[config.mk]
export PLATFORM = sky130hd
export DESIGN_NAME = float_to_pcm_sample_packer_top
export DESIGN_NICKNAME = d
export VERILOG_FILES = /design/src/design/f2pcm_pkg.sv /design/src/design/f2pcm_decode.sv /design/src/design/f2pcm_shift.sv /design/src/design/f2pcm_pack.sv /design/src/design/float_to_pcm_sample_packer_top.sv
export VERILOG_INCLUDE_DIRS = /design/src /design/src/design
export SDC_FILE = /design/constraint.sdc
export NUM_CORES = 1
export LEC_CHECK = 0
export ABC_CLOCK_PERIOD_IN_PS = 41100
export BUFFER_PORTS_ARGS = -buffer_cell sky130_fd_sc_hd__buf_2
export CORE_MARGIN = 8
export CORE_UTILIZATION = 23
export DETAILED_ROUTE_END_ITERATION = 6
export PLACE_DENSITY = 0.36
export SETUP_SLACK_MARGIN = 0.02
export SYNTH_ARGS = -nofsm -noshare
export SYNTH_HDL_FRONTEND = slang
export SYNTH_SLANG_ARGS = --single-unit
[constraint.sdc]
create_clock -name aclk -period 41.1 [get_ports aclk]
set_clock_uncertainty 0.05 [all_clocks]
set_input_delay 6.165 -clock aclk [delete_from_list [all_inputs] [get_ports aclk]]
set_output_delay 6.165 -clock aclk [all_outputs]
set_load 0.02 [all_outputs]
[src/design/float_to_pcm_sample_packer_top_assert.svh]
// Assertion macros used by the sample packer top level.
`ifndef FLOAT_TO_PCM_SAMPLE_PACKER_TOP_ASSERT_SVH
`define FLOAT_TO_PCM_SAMPLE_PACKER_TOP_ASSERT_SVH

// Clocked check, masked while reset is asserted.
`ifndef SYNTH
`define F2PCM_ASSERT(lbl, prop, msg) \
    lbl: assert property (@(posedge aclk) disable iff (!aresetn) prop) else $error(msg);
`else
`define F2PCM_ASSERT(lbl, prop, msg)
`endif

// Clocked check that also holds across reset.
`ifndef SYNTH
`define F2PCM_ASSERT_RST(lbl, prop, msg) \
    lbl: assert property (@(posedge aclk) prop) else $error(msg);
`else
`define F2PCM_ASSERT_RST(lbl, prop, msg)
`endif

`endif

[src/design/f2pcm_pkg.sv]
// Types, format codes and format decode for the float32 to PCM sample packer.
package f2pcm_pkg;

    typedef enum logic [1:0] {
        ENC_INT,
        ENC_F32,
        ENC_F64
    } enc_t;

    localparam logic [4:0] FMT_I16_BE     = 5'd0;
    localparam logic [4:0] FMT_I24_BE     = 5'd1;
    localparam logic [4:0] FMT_I32_BE     = 5'd2;
    localparam logic [4:0] FMT_F32_BE     = 5'd3;
    localparam logic [4:0] FMT_F64_BE     = 5'd4;
    localparam logic [4:0] FMT_I32V16_BE  = 5'd5;
    localparam logic [4:0] FMT_I32V18_BE  = 5'd6;
    localparam logic [4:0] FMT_I32V20_BE  = 5'd7;
    localparam logic [4:0] FMT_I32V24_BE  = 5'd8;
    localparam logic [4:0] FMT_I16_LE     = 5'd9;
    localparam logic [4:0] FMT_I24_LE     = 5'd10;
    localparam logic [4:0] FMT_I32_LE     = 5'd11;
    localparam logic [4:0] FMT_F32_LE     = 5'd12;
    localparam logic [4:0] FMT_F64_LE     = 5'd13;
    localparam logic [4:0] FMT_I32V16_LE  = 5'd14;
    localparam logic [4:0] FMT_I32V18_LE  = 5'd15;
    localparam logic [4:0] FMT_I32V20_LE  = 5'd16;
    localparam logic [4:0] FMT_I32V24_LE  = 5'd17;
    localparam logic [4:0] FMT_RESET      = FMT_I16_LE;

    typedef struct packed {
        logic       supported;
        logic [3:0] nbytes;
        logic [5:0] bits;
        enc_t       enc;
        logic       big;
    } fmt_t;

    // Stage 1 -> stage 2 payload.
    typedef struct packed {
        fmt_t        fmt;
        logic [31:0] clamped;
        logic        ge1;
        logic [7:0]  kshift;
        logic [31:0] mant32;
        logic [4:0]  lead_pos;
        logic        is_denorm;
        logic        is_zero;
    } s1_t;

    // Stage 2 -> stage 3 payload.
    typedef struct packed {
        fmt_t        fmt;
        logic [31:0] clamped;
        logic        ge1;
        logic [31:0] whole;
        logic        rnd;
        logic [63:0] f64_bits;
    } s2_t;

    function automatic fmt_t mk(input logic [3:0] n, input logic [5:0] b,
                                input enc_t e, input logic bg);
        fmt_t f;
        f.supported = 1'b1;
        f.nbytes    = n;
        f.bits      = b;
        f.enc       = e;
        f.big       = bg;
        return f;
    endfunction

    function automatic fmt_t fmt_decode(input logic [4:0] code);
        fmt_t f;
        f = '0;
        f.enc = ENC_INT;
        unique case (code)
            FMT_I16_BE:    f = mk(4'd2, 6'd16, ENC_INT, 1'b1);
            FMT_I24_BE:    f = mk(4'd3, 6'd24, ENC_INT, 1'b1);
            FMT_I32_BE:    f = mk(4'd4, 6'd32, ENC_INT, 1'b1);
            FMT_F32_BE:    f = mk(4'd4, 6'd32, ENC_F32, 1'b1);
            FMT_F64_BE:    f = mk(4'd8, 6'd32, ENC_F64, 1'b1);
            FMT_I32V16_BE: f = mk(4'd4, 6'd16, ENC_INT, 1'b1);
            FMT_I32V18_BE: f = mk(4'd4, 6'd18, ENC_INT, 1'b1);
            FMT_I32V20_BE: f = mk(4'd4, 6'd20, ENC_INT, 1'b1);
            FMT_I32V24_BE: f = mk(4'd4, 6'd24, ENC_INT, 1'b1);
            FMT_I16_LE:    f = mk(4'd2, 6'd16, ENC_INT, 1'b0);
            FMT_I24_LE:    f = mk(4'd3, 6'd24, ENC_INT, 1'b0);
            FMT_I32_LE:    f = mk(4'd4, 6'd32, ENC_INT, 1'b0);
            FMT_F32_LE:    f = mk(4'd4, 6'd32, ENC_F32, 1'b0);
            FMT_F64_LE:    f = mk(4'd8, 6'd32, ENC_F64, 1'b0);
            FMT_I32V16_LE: f = mk(4'd4, 6'd16, ENC_INT, 1'b0);
            FMT_I32V18_LE: f = mk(4'd4, 6'd18, ENC_INT, 1'b0);
            FMT_I32V20_LE: f = mk(4'd4, 6'd20, ENC_INT, 1'b0);
            FMT_I32V24_LE: f = mk(4'd4, 6'd24, ENC_INT, 1'b0);
            default:       f.supported = 1'b0;
        endcase
        return f;
    endfunction

endpackage

[src/design/f2pcm_decode.sv]
// Stage 1: format decode, NaN and range clamp, shift and leading-one setup.
module f2pcm_decode
    import f2pcm_pkg::*;
(
    input  logic        aclk,
    input  logic        aresetn,
    input  logic        in_valid,
    output logic        in_ready,
    input  logic [31:0] in_bits,
    input  logic [4:0]  fmt_code,
    output logic        out_valid,
    input  logic        out_ready,
    output s1_t         out_data
);
    logic        vld_reg, vld_next;
    s1_t         data_reg, data_next;
    logic [7:0]  e_raw, e_eff;
    logic [22:0] m_raw;
    logic [31:0] c;
    logic [8:0]  k9;
    logic [4:0]  pos;

    assign in_ready  = !vld_reg || out_ready;
    assign out_valid = vld_reg;
    assign out_data  = data_reg;
    assign vld_next  = in_ready ? in_valid : vld_reg;

    always_comb begin
        e_raw = in_bits[30:23];
        m_raw = in_bits[22:0];
        // NaN maps to +0; anything at or above one in magnitude clamps to one.
        if (e_raw == 8'hFF && m_raw != 23'd0) begin
            c = 32'd0;
        end else if (e_raw >= 8'd127) begin
            c = {in_bits[31], 8'd127, 23'd0};
        end else begin
            c = in_bits;
        end
        e_eff = (c[30:23] == 8'd0) ? 8'd1 : c[30:23];
        pos = 5'd0;
        for (int i = 0; i < 23; i++) begin
            if (c[i]) pos = 5'(i);
        end
        data_next.fmt       = fmt_decode(fmt_code);
        k9 = 9'd159 - {1'b0, e_eff} - {3'b0, data_next.fmt.bits};
        data_next.clamped   = c;
        data_next.ge1       = (c[30:23] == 8'd127);
        data_next.kshift    = k9[7:0];
        data_next.mant32    = {(c[30:23] != 8'd0), c[22:0], 8'd0};
        data_next.lead_pos  = pos;
        data_next.is_zero   = (c[30:0] == 31'd0);
        data_next.is_denorm = (c[30:23] == 8'd0) && (c[22:0] != 23'd0);
    end

    always_ff @(posedge aclk) begin
        if (!aresetn) begin
            vld_reg <= 1'b0;
        end else begin
            vld_reg <= vld_next;
        end
        if (in_ready && in_valid) begin
            data_reg <= data_next;
        end
    end
endmodule

[src/design/f2pcm_shift.sv]
// Stage 2: magnitude alignment with round bit, and float64 widening.
module f2pcm_shift
    import f2pcm_pkg::*;
(
    input  logic aclk,
    input  logic aresetn,
    input  logic in_valid,
    output logic in_ready,
    input  s1_t  in_data,
    output logic out_valid,
    input  logic out_ready,
    output s2_t  out_data
);
    logic        vld_reg, vld_next;
    s2_t         data_reg, data_next;
    logic [32:0] sh;
    logic [52:0] n53;
    logic [5:0]  nsh;
    logic [10:0] exp11;

    assign in_ready  = !vld_reg || out_ready;
    assign out_valid = vld_reg;
    assign out_data  = data_reg;
    assign vld_next  = in_ready ? in_valid : vld_reg;

    always_comb begin
        sh  = {in_data.mant32, 1'b0} >> in_data.kshift;
        nsh = 6'd52 - {1'b0, in_data.lead_pos};
        n53 = {30'd0, in_data.clamped[22:0]} << nsh;
        if (in_data.is_zero) begin
            exp11 = 11'd0;
            data_next.f64_bits = {in_data.clamped[31], 63'd0};
        end else if (in_data.is_denorm) begin
            exp11 = {6'd0, in_data.lead_pos} + 11'd874;
            data_next.f64_bits = {in_data.clamped[31], exp11, n53[51:0]};
        end else begin
            exp11 = {3'd0, in_data.clamped[30:23]} + 11'd896;
            data_next.f64_bits = {in_data.clamped[31], exp11,
                                  in_data.clamped[22:0], 29'd0};
        end
        data_next.fmt     = in_data.fmt;
        data_next.clamped = in_data.clamped;
        data_next.ge1     = in_data.ge1;
        data_next.whole   = sh[32:1];
        data_next.rnd     = sh[0];
    end

    always_ff @(posedge aclk) begin
        if (!aresetn) begin
            vld_reg <= 1'b0;
        end else begin
            vld_reg <= vld_next;
        end
        if (in_ready && in_valid) begin
            data_reg <= data_next;
        end
    end
endmodule

[src/design/f2pcm_pack.sv]
// Stage 3: rounding, sign, saturation, encoding select and byte ordering.
module f2pcm_pack
    import f2pcm_pkg::*;
(
    input  logic        aclk,
    input  logic        aresetn,
    input  logic        in_valid,
    output logic        in_ready,
    input  s2_t         in_data,
    output logic        out_valid,
    input  logic        out_ready,
    output logic [63:0] out_bytes,
    output logic [3:0]  sample_len,
    output logic        status
);
    logic        vld_reg, vld_next;
    logic [63:0] bytes_reg, bytes_next;
    logic [3:0]  cnt_reg, cnt_next;
    logic        st_reg, st_next;
    logic [32:0] half, magr, q;
    logic [63:0] v;
    logic        neg;

    assign in_ready   = !vld_reg || out_ready;
    assign out_valid  = vld_reg;
    assign out_bytes  = bytes_reg;
    assign sample_len = cnt_reg;
    assign status     = st_reg;
    assign vld_next   = in_ready ? in_valid : vld_reg;

    always_comb begin
        neg  = in_data.clamped[31];
        half = 33'd1 << (in_data.fmt.bits - 6'd1);
        magr = {1'b0, in_data.whole} + {32'd0, in_data.rnd};
        if (in_data.ge1) begin
            q = neg ? (33'd0 - half) : (half - 33'd1);
        end else if (!neg && magr >= half) begin
            q = half - 33'd1;
        end else begin
            q = neg ? (33'd0 - magr) : magr;
        end
        unique case (in_data.fmt.enc)
            ENC_F32: v = {32'd0, in_data.clamped};
            ENC_F64: v = in_data.f64_bits;
            default: v = {32'd0, q[31:0]};
        endcase
        cnt_next = in_data.fmt.nbytes;
        st_next  = 1'b0;
        if (!in_data.fmt.supported) begin
            bytes_next = 64'd0;
            cnt_next   = 4'd0;
            st_next    = 1'b1;
        end else if (!in_data.fmt.big) begin
            unique case (in_data.fmt.nbytes)
                4'd2:    bytes_next = {48'd0, v[15:0]};
                4'd3:    bytes_next = {40'd0, v[23:0]};
                4'd4:    bytes_next = {32'd0, v[31:0]};
                default: bytes_next = v;
            endcase
        end else begin
            unique case (in_data.fmt.nbytes)
                4'd2:    bytes_next = {48'd0, v[7:0], v[15:8]};
                4'd3:    bytes_next = {40'd0, v[7:0], v[15:8], v[23:16]};
                4'd4:    bytes_next = {32'd0, v[7:0], v[15:8], v[23:16], v[31:24]};
                default: bytes_next = {v[7:0], v[15:8], v[23:16], v[31:24],
                                       v[39:32], v[47:40], v[55:48], v[63:56]};
            endcase
        end
    end

    always_ff @(posedge aclk) begin
        if (!aresetn) begin
            vld_reg <= 1'b0;
        end else begin
            vld_reg <= vld_next;
        end
        if (in_ready && in_valid) begin
            bytes_reg <= bytes_next;
            cnt_reg   <= cnt_next;
            st_reg    <= st_next;
        end
    end
endmodule

[src/design/float_to_pcm_sample_packer_top.sv]
// Top level of the float32 to PCM sample packer.
//
// Usage:
//   Input channel s_valid/s_ready carries one float32 sample per beat in
//   s_sample_bits. Output channel m_valid/m_ready carries one encoded beat:
//   m_out_bytes (memory byte i in bits 8i+7..8i), m_sample_len and m_status.
//   cfg_we/cfg_wdata write the output format code; write it only while no
//   beat is in flight. Codes 18..31 give status 1 with zero bytes.
// Throughput: one beat per cycle while m_ready is high; three register
//   stages (decode/clamp, align/widen, round/pack) each hold one beat
//   with its own valid bit.
// Reset: aresetn low empties every stage and sets the format to int16
//   little-endian (code 9).
// Stall: when m_ready is low the output stage holds its beat; upstream
//   stages keep filling until each holds a beat, then s_ready drops. No
//   beat is lost or repeated.
`include "float_to_pcm_sample_packer_top_assert.svh"

module float_to_pcm_sample_packer_top
    import f2pcm_pkg::*;
(
    input  logic        aclk,
    input  logic        aresetn,
    input  logic        cfg_we,
    input  logic [4:0]  cfg_wdata,
    input  logic        s_valid,
    output logic        s_ready,
    input  logic [31:0] s_sample_bits,
    output logic        m_valid,
    input  logic        m_ready,
    output logic [63:0] m_out_bytes,
    output logic [3:0]  m_sample_len,
    output logic        m_status
);
    logic [4:0] fmt_reg, fmt_next;
    logic       v1, r1, v2, r2;
    s1_t        d1;
    s2_t        d2;

    // Latch the format code on a write; hold otherwise.
    assign fmt_next = cfg_we ? cfg_wdata : fmt_reg;

    always_ff @(posedge aclk) begin
        if (!aresetn) begin
            fmt_reg <= FMT_RESET;
        end else begin
            fmt_reg <= fmt_next;
        end
    end

    // Decode the format and clamp the sample.
    f2pcm_decode u_decode (
        .aclk      (aclk),
        .aresetn   (aresetn),
        .in_valid  (s_valid),
        .in_ready  (s_ready),
        .in_bits   (s_sample_bits),
        .fmt_code  (fmt_reg),
        .out_valid (v1),
        .out_ready (r1),
        .out_data  (d1)
    );

    // Align the magnitude for rounding and widen to float64.
    f2pcm_shift u_shift (
        .aclk      (aclk),
        .aresetn   (aresetn),
        .in_valid  (v1),
        .in_ready  (r1),
        .in_data   (d1),
        .out_valid (v2),
        .out_ready (r2),
        .out_data  (d2)
    );

    // Round, saturate and order the bytes into the output register.
    f2pcm_pack u_pack (
        .aclk       (aclk),
        .aresetn    (aresetn),
        .in_valid   (v2),
        .in_ready   (r2),
        .in_data    (d2),
        .out_valid  (m_valid),
        .out_ready  (m_ready),
        .out_bytes  (m_out_bytes),
        .sample_len (m_sample_len),
        .status     (m_status)
    );

    `F2PCM_ASSERT(a_unsup_zero, m_valid && m_status |-> m_sample_len == 4'd0 && m_out_bytes == 64'd0, "unsupported beat not zeroed")
    `F2PCM_ASSERT(a_count_legal, m_valid && !m_status |-> m_sample_len == 4'd2 || m_sample_len == 4'd3 || m_sample_len == 4'd4 || m_sample_len == 4'd8, "illegal byte count")
    `F2PCM_ASSERT(a_upper_zero, m_valid && m_sample_len == 4'd2 |-> m_out_bytes[63:16] == 48'd0, "bytes above count not zero")
    `F2PCM_ASSERT_RST(a_reset_empty, !aresetn |=> !m_valid, "output valid after reset")
endmodule
# Word-level counts from Yosys, hierarchy flattened
# Index checks and enable logic that the tools add are counted.
# word_totals
ff_bits,307
inputBits,42
output_inout_bits,71
wordCells,133
# op_classes
add_sub_neg,10
n_lt_le_gt_ge,2
eq_ne,24
shifts,3
n_mux,36
bitwise,1
n_reduce_logical,23
# ops
op,count
$pmux W64 S3,2
$pmux W13 S18,1
$mux W32,4
$pmux W64 S2,1
$mux W64,1
$sub A1 B32 Y32 const A,2
$mux W63,1
$mux W31,2
$shl A23 B6 Y52,1
$reduce_bool A23 Y1,2
$eq A5 B4 Y1 const B,8
$add A32 B1 Y33,1
$ge A33 B33 Y1,1
$shl A1 B6 Y33 const A,1
$shr A33 B8 Y33,1
$mux W4,8
$sub A32 B1 Y32 const B,1
$logic_not A31 Y1,1
$mux W3,8
$eq A5 B3 Y1 const B,4
$reduce_or A18 Y1,1
$add A5 B10 Y11 const B,1
$add A8 B10 Y11 const B,1
$eq A5 B2 Y1 const B,2
26 further kinds,43

# Logic depth before layout (Yosys ltp)
# Gate-level depths: netlist of run 1.
# logic_depth
word_depth,24
mapped_depth,22
mapped_depth_nobuf,18

# Hierarchy
# From an unflattened synthesis of run 1, not the netlist that was laid out.
# hier_totals
hier_cells,2229
area_unflattened_um2,20764.9
# modules_own_cells
mod,n_inst,cells_per_inst,area_each_um2,seq_area_each_um2
f2pcm_pack,1,1139,8883.5,2092.0
f2pcm_shift,1,779,8398.1,4284.1
f2pcm_decode,1,295,3295.7,1851.8
float_to_pcm_sample_packer_top,1,16,187.7,100.1

# Least setup slack after synthesis of run 1
# Ideal clock, no wire load.
# synth_timing
path_kind,in2reg
startpoint,input m_ready
endpoint,"register u_shift.data_reg, in the netlist u_shift.out_data[0] (enable)"
setup_time_ns,0.853
arrival_time_ns,16.366
setup_slack_ns,23.831
stages,2
path_buffers,0
cell_sequence,nor2b_1 -> a21boi_0
# synth_between
elab_chain_len,3
# synth_lines
item,line_no,source
from (decl),float_to_pcm_sample_packer_top.sv:30,"input logic m_ready,"
$logic_or A1 B1 Y1,f2pcm_pack.sv:24,assign in_ready = !vld_reg || out_ready;
$logic_or A1 B1 Y1,f2pcm_shift.sv:21,assign in_ready = !vld_reg || out_ready;
$logic_and A1 B1 Y1,f2pcm_shift.sv:54,if (in_ready && in_valid) begin
to (signal assigned),f2pcm_shift.sv:55,data_reg <= data_next;
to (decl),f2pcm_shift.sv:15,"s2_t data_reg, data_next;"
# No other way between the ends.
# A chain may end at the register's enable or synchronous reset.

# Worst setup path after layout of run 1
# layout_timing
startpoint,input m_ready
endpoint,output s_ready
# layout_between
elab_chain_len,3
# layout_lines
item,line_no,source
$logic_or A1 B1 Y1,f2pcm_pack.sv:24,
$logic_or A1 B1 Y1,f2pcm_shift.sv:21,
$logic_or A1 B1 Y1,f2pcm_decode.sv:23,assign in_ready = !vld_reg || out_ready;
to (decl),float_to_pcm_sample_packer_top.sv:27,"output logic s_ready,"
# No other way between the ends.

==> metrics, run 1 <==
status=finished clean; I/O pins=113; CP startpoint kind=input pin; register bit total from synthesis=around 280; Worst-Margin Slew=~1.2 ns; Die Wd=just over 300 um; CP Buf/Inv Count=2; Syn Std Cell Area=19,500 um2; PortBufs=~110; critical path fanouts, max=6; vias in the first global route=16.5k; layout cells sized above 1=0.125; Critical Path RT=34.88 ns; Vias=17.2k; Root Driver=clkbuf_16; Core Region=between 80,000 and 90,000 um2; Post-synth EDFFs=270; CTS buffer count=34; post-synthesis instance total=2,120; Row Count=107; Max-cap violations=0; CP max stage delay=just under 0.6 ns; Post-CTS Hold Fix Bufs=0; most frequent CP cell=buf_2; global-route wire length before repair=116,000 um; sequential area share after synthesis=0.424; initial antenna violation count=1; Synth Area per Inst=slightly above 9 um2; post-CTS setup buffers=0; CTS max path bufs=3; Period minus WS final=13.42 ns; RR Startpoint=u_shift.out_data[67]$_SDFFCE_PP0P_; FMAX=approximately 75 MHz; hold depth=0; routability cong.=0.919; terminus of the critical flop-to-flop path=u_pack.out_bytes[1]$_SDFFCE_PN0P_; routed len/inst=24.2 um; Worst-path clk slew=roughly 0.06 ns; Primary FF master, synth=edfxtp_1; hold path startpoint=u_decode.out_data[84]$_DFFE_PP_; unrepaired setup endpoints after global routing=no; Slew headroom=0.202; WS Path Type=in -> out; Largest register FFs=140; Initial Util=0.231; final non-filler cell total=3,323; Synthesis Warnings=0; ANT nets after route=0; drt initial violations=about 1.8k; Final setup viols=0; diode count=0; synthesis-to-layout area growth=14.0%; Die Y=307 um; wirelength, routed=80,300 um; worst path cell trace=buf_2 -> nor2b_1 -> nand3_1 -> buf_2; drt pass-1 iters=6; via/cell ratio=5.17; Place WS=27.67 ns; Max stage delay cell, worst path=nor2b_1; R2R cell count=14; reg2reg setup slack=34.32 ns; drt drc=0; fin crit share=0.326; Total Neg Setup Slack=0 ns; Worst Path Arrival=7.20 ns; clock sink count=approximately 280; Final WS setup=27.68 ns; Overflow after GRT=0; Max H-tree Level=2; placed instance count=about 3.3k; Fill cells=9,161; Netlist cell types=99; Fin. Hold Viols=0; Final Max Tran Viols=0; WHS Endpoint=u_shift.out_data[134]$_DFFE_PP_; total track usage=0.163; DP Wirelength=60,400 um; Hold WC Path Type=reg -> reg; Worst-Skew Late Latency=0.56 ns; DIE AREA=94,500 um2; Resized cells post-CTS=0; CTS tree=yes; Max VDD drop=0.0281 mV; total power density per cell area=38.4 nW/um2; leakage=7.75 nW; Synth async-reset ratio=0; kind of cell adding the most delay to the critical path=simple AND/OR/NAND/NOR gates; Final nets=2,231; CP Capture Type=output pin; largest net degree at the start of global routing=84
per-layer routing:
layer | share of wire | GRT usage
met5 | 0 | 0
met4 | 0.027 | 0.0436
met3 | 0.059 | 0.0293
met2 | 0.43 | 0.246
met1 | 0.49 | 0.238
logic make-up (layout without fill, tap and decap cells):
group / Yosys count / in the layout / share of synthesized area
buf+inv: 219 / 270 / 0.0447
compound gates: 544 / 544 / 0.196
xor+xnor: 92 / 92 / 0.0413
simple gates: 829 / 829 / 0.205
flops: 278 / 278 / 0.424
other cells: 1 / 9 / 0.000192
fa+ha+maj: 36 / 36 / 0.0235
mux: 121 / 121 / 0.0661
worst max-delay path by stage:
stage	from	end	slack [ns]	depth (start not counted)
floorplan	m_ready	u_shift.out_data[0]$_SDFFCE_PP0P_	23.83	2
global placement	m_ready	s_ready	27.70	4
detailed placement	m_ready	s_ready	27.67	4
CTS	m_ready	s_ready	27.68	4
global route	m_ready	s_ready	27.63	4
finish	m_ready	s_ready	27.68	4
final cells by class:
cell class	instances	area (um2)	share of cell area
flip-flops and latches	278	8270	0.372
clock buffers	43	906	0.0407
well taps	1144	1430	0.0643
repair buffers	148	831	0.0373
clock inverters	19	126	0.00568
inverters	60	225	0.0101
multi-input cells	1631	10500	0.470
Yosys cell counts, drive strengths merged (22+ instances only):
master  count  area, um2
a211oi     28        215
a21oi     128        652
a221oi     41        372
a22oi      37        278
a31oi      33        206
and2       49        307
and3       28        175
buf        43        213
clkbuf    116        435
edfxtp    270       8110
ha         35        438
inv        60        225
mux2       23        259
mux2i      94        941
nand2     191        717
nand3      57        295
nand4      22        165
nor2      266       1000
nor2b      35        219
nor3       78        402
nor4       31        215
o21ai      91        455
xnor2      63        552
xor2       29        254
through the flow:
step / power (W) / hold slack, ns / util / cell area (um2)
2_1_floorplan: 0.000494 / 0.350 / - / 19600
5_1_grt: 0.000890 / 0.362 / 0.263 / 22200
6_report: 0.000853 / 0.357 / 0.263 / 22200
3_5_place_dp: 0.000572 / 0.355 / 0.251 / 21200
3_3_place_gp: 0.000573 / 0.358 / 0.251 / 21200
4_1_cts: 0.000861 / 0.352 / 0.263 / 22200
cells in the final DEF (no fill, tap or decap), types with 36 or more instances in the layout:
master	count
edfxtp_1	270
nor3_1	76
buf_2	112
nand3_1	55
buf_4	36
a22oi_1	37
mux2i_1	94
nand2_1	191
a21oi_1	125
a221oi_1	39
inv_1	59
o21ai_0	86
xnor2_1	63
and2_1	48
nor2_1	265
power by group:
part	internal, W	switching [W]
registers	0.000333	0.0000259
logic	0.0000688	0.000141
clock network	0.000158	0.000126
Power figures use the tool's default switching activity.
==> run 2: changes to the inputs <==
ABC_AREA = 1   (was not set)
ABC_CLOCK_PERIOD_IN_PS = 12700   (was 41100)
clock period = 12.7 ns   (was 41.1 ns; I/O delays follow)
==> run 2 against run 1 <==
  * The flow now finishes with violations (design-rule violations)
  * First-iteration DRC count decreased by 13%
  * Setup slack got worse by 20 ns
  * Register-to-register slack got worse by 27 ns
  * Non-clock buffer count decreased by 9
  * Combinational power increased to 3.1 times the previous value
  * Clock-buffer cell count unchanged
  * Flip-flop and latch count unchanged
  * Design area increased by 2.2%
  * Power increased to 3.3 times the previous value
  * Synthesized cell count increased by 28%
  * Largest cell class unchanged
  * Highest routed layer unchanged
==> metrics, run 2 <==
WL met3=4320 um (was 4750 um); routed len/inst=20.7 um (was 24.2 um); Die Y=310 um (was 307 um); CTS buffer count=36 (was 34); total power density per cell area=124 nW/um2 (was 38.4 nW/um2); Slew headroom=0.263 (was 0.202); Root Driver=clkbuf_16 (unchanged); RR Startpoint=u_shift.out_data[67]$_SDFFCE_PP0P_ (unchanged); hold depth=0 (unchanged); terminus of the critical flop-to-flop path=u_pack.out_bytes[59]$_SDFFCE_PN0P_ (was u_pack.out_bytes[1]$_SDFFCE_PN0P_); layout cells sized above 1=0.0989 (was 0.125); Synth top cells by count=nand2_1, inv_1, nor2_1 (was edfxtp_1, nor2_1, nand2_1); Place WS=7.56 ns (was 27.67 ns); Post-synth EDFFs=270 (unchanged); R2R cell count=26 (was 14); Die Wd=310 um (was 307 um); leakage=9.63 nW (was 7.75 nW); Initial Util=0.232 (was 0.231); ANT nets after route=0 (unchanged); WS Path Type=reg -> reg (was in -> out); most frequent cells in the layout=nand2_1, inv_1, nor2_1 (was edfxtp_1, nor2_1, nand2_1); Final setup viols=0 (unchanged); cell taking the most area after synthesis=edfxtp_1 (unchanged); global-route wire length before repair=120,000 um (was 116,000 um); Max VDD drop=0.0595 mV (was 0.0281 mV); Period minus WS final=5.12 ns; I/O pins=113 (unchanged); CP Capture Type=flip-flop (was output pin); fin crit share=0.403; status=finished, violations left (was finished clean); wirelength, routed=81,500 um (was 80,300 um); DP Wirelength=63,400 um (was 60,400 um); Final nets=2,843 (was 2,231); clock sink count=278 (unchanged); hold path startpoint=u_decode.out_data[81]$_SDFFCE_PN0P_ (was u_decode.out_data[84]$_DFFE_PP_); failing checks=design-rule violations; synthesis-to-layout area growth=14.7% (was 14.0%); Max H-tree Level=2 (unchanged); Fin. Hold Viols=0 (unchanged); met2 WL=35,700 um (was 34,400 um); Worst Path Arrival=5.47 ns (was 7.20 ns); CTS max path bufs=3 (unchanged); Netlist cell types=64 (was 99); CTS tree=yes (unchanged); Worst-Margin Slew=1.10 ns (was 1.20 ns); Overflow after GRT=0 (unchanged); Synth Area per Inst=7.33 um2 (was 9.21 um2); Final Max Tran Viols=0 (unchanged); Final WS setup=7.58 ns (was 27.68 ns); Synth async-reset ratio=0 (unchanged); drt initial violations=1,556 (was 1,797); unrepaired setup endpoints after global routing=no (unchanged); CP startpoint kind=flip-flop (was input pin); diode count=0 (unchanged); routability cong.=0.913 (was 0.919); Worst-Skew Late Latency=0.56 ns (about the same); post-CTS setup buffers=0 (unchanged); DIE AREA=95,800 um2 (was 94,500 um2); reg2reg setup slack=7.58 ns (was 34.32 ns); Row Count=107 (unchanged); total track usage=0.165 (was 0.163); wl on met1=39,800 um (was 39,000 um); Primary FF master, synth=edfxtp_1 (unchanged); post-synthesis instance total=2,704 (was 2,120); largest net degree at the start of global routing=74 (was 84); via/cell ratio=4.75 (was 5.17); Vias=18.7k (was 17.2k); Syn Std Cell Area=19,800 um2 (was 19,500 um2); Critical Path RT=13.05 ns (was 34.88 ns); count leader, synth=nand2_1 (was edfxtp_1); Post-CTS Hold Fix Bufs=0 (unchanged); Synthesis Warnings=0 (unchanged); top-area cell type share of the netlist area=0.409 (was 0.415); largest cells by area after synthesis=edfxtp_1, nand2_1, inv_1, o21ai_0, nor2_1 (was edfxtp_1, nor2_1, mux2i_1, nand2_1, a21oi_1); Largest register FFs=140 (unchanged); Hold WC Path Type=reg -> reg (unchanged); sequential area share after synthesis=0.417 (was 0.424); drt drc=5 (was 0); Max-cap violations=0 (unchanged); top sig layer=met4 (unchanged); PortBufs=112 (unchanged); Total Neg Setup Slack=0 ns (unchanged); register bit total from synthesis=278 (unchanged); Worst-path clk slew=0.06 ns (about the same); drt pass-1 iters=7 (was 6); fin util=0.267 (was 0.263); critical path fanouts, max=35 (was 6); WHS Endpoint=u_shift.out_data[131]$_DFFE_PP_ (was u_shift.out_data[134]$_DFFE_PP_); Core Region=85,300 um2 (was 84,600 um2); FMAX=195 MHz; most common cell after layout, fill and taps aside=nand2_1 (was edfxtp_1); initial antenna violation count=1 (unchanged); vias in the first global route=17.9k (was 16.5k); Resized cells post-CTS=0 (unchanged)
[run 2: cell count changes after synthesis, sizes merged, moves of 51 or more]
cell,previous run,this run
mux2i,94,29
xnor2,63,12
o21ai,91,255
nor3,78,27
inv,60,328
nand3,57,226
nand2,191,762
[run 2: how the worst max path moves through the flow]
| stage | from | to | cells past startpoint |
|---|---|---|---|
| after floorplan | m_ready | u_pack.out_bytes[0]$_SDFFCE_PN0P_ | 2 |
| after global placement | s_sample_bits[21] | u_decode.out_data[46]$_DFFE_PP_ | 17 |
| final | u_shift.out_data[67]$_SDFFCE_PP0P_ | u_pack.out_bytes[59]$_SDFFCE_PN0P_ | 26 |
| after global routing | u_shift.out_data[64]$_SDFFCE_PP0P_ | u_pack.out_bytes[59]$_SDFFCE_PN0P_ | 27 |
| after CTS | u_shift.out_data[67]$_SDFFCE_PP0P_ | u_pack.out_bytes[59]$_SDFFCE_PN0P_ | 26 |
| after detailed placement | s_sample_bits[20] | u_decode.out_data[46]$_DFFE_PP_ | 17 |
[run 2: cell type report]
type                            count  area, um2
Multi-Input combinational cell   1977       9840
Tap cell                         1144       1430
Fill cell                        9451      62500
Timing Repair Buffer              139        763
Clock inverter                     21        251
Sequential cell                   278       8270
Inverter                          333       1250
Clock buffer                       43        927
[run 2: worst max-delay path: stages, from the launching register on]
cell,delay (ns)
edfxtp_1,0.50
nand3_1,0.23
nor2_1,0.24
nand2_1,0.13
inv_1,0.09
nand2_1,0.05
nor2_1,0.13
nor4b_1,0.37
xor2_1,0.40
ha_1,0.25
nand4_1,0.09
nor2_1,0.12
nand2_1,0.06
nor2_1,0.08
nand2_1,0.05
nor2_1,0.10
nand2_1,0.06
nor2_1,0.12
nand3_2,0.11
nand4_4,0.28
nand2_4,0.32
inv_2,0.20
nor2_1,0.06
o21ai_1,0.42
and2_1,0.23
nand2_1,0.06
a21oi_1,0.16
[run 2: power by group]
part / internal (W) / switching, W / total, W
clock network: 0.000625 / 0.000414 / 0.00104
logic: 0.000183 / 0.000472 / 0.000655
registers: 0.00107 / 0.0000519 / 0.00112
[run 2: stage by stage]
step	hold slack [ns]	total power [W]	std cells	cell area (um2)
finish	0.370	0.00282	3935	22700
global route	0.382	0.00296	3935	22700
CTS	0.372	0.00285	3935	22700
detailed placement	0.358	0.00180	3871	21600
global placement	0.356	0.00180	3871	21600
floorplan	0.350	0.00156	2712	19800
[run 2: cell families after synthesis]
family,share of synthesized area
DFF,0.417
buffers and inverters,0.0890
other,0.000189
adders and majority gates,0.0231
and+or+nand+nor,0.297
xor gates and xnor gates,0.0234
AOI/OAI and AO/OA,0.135
muxes,0.0146
[run 2: metal layers]
layer	up-vias	global-route usage
li1	9103	-
met1	8907	0.243
met2	595	0.258
met3	75	0.0200
met4	0	0.0380
met5	-	0
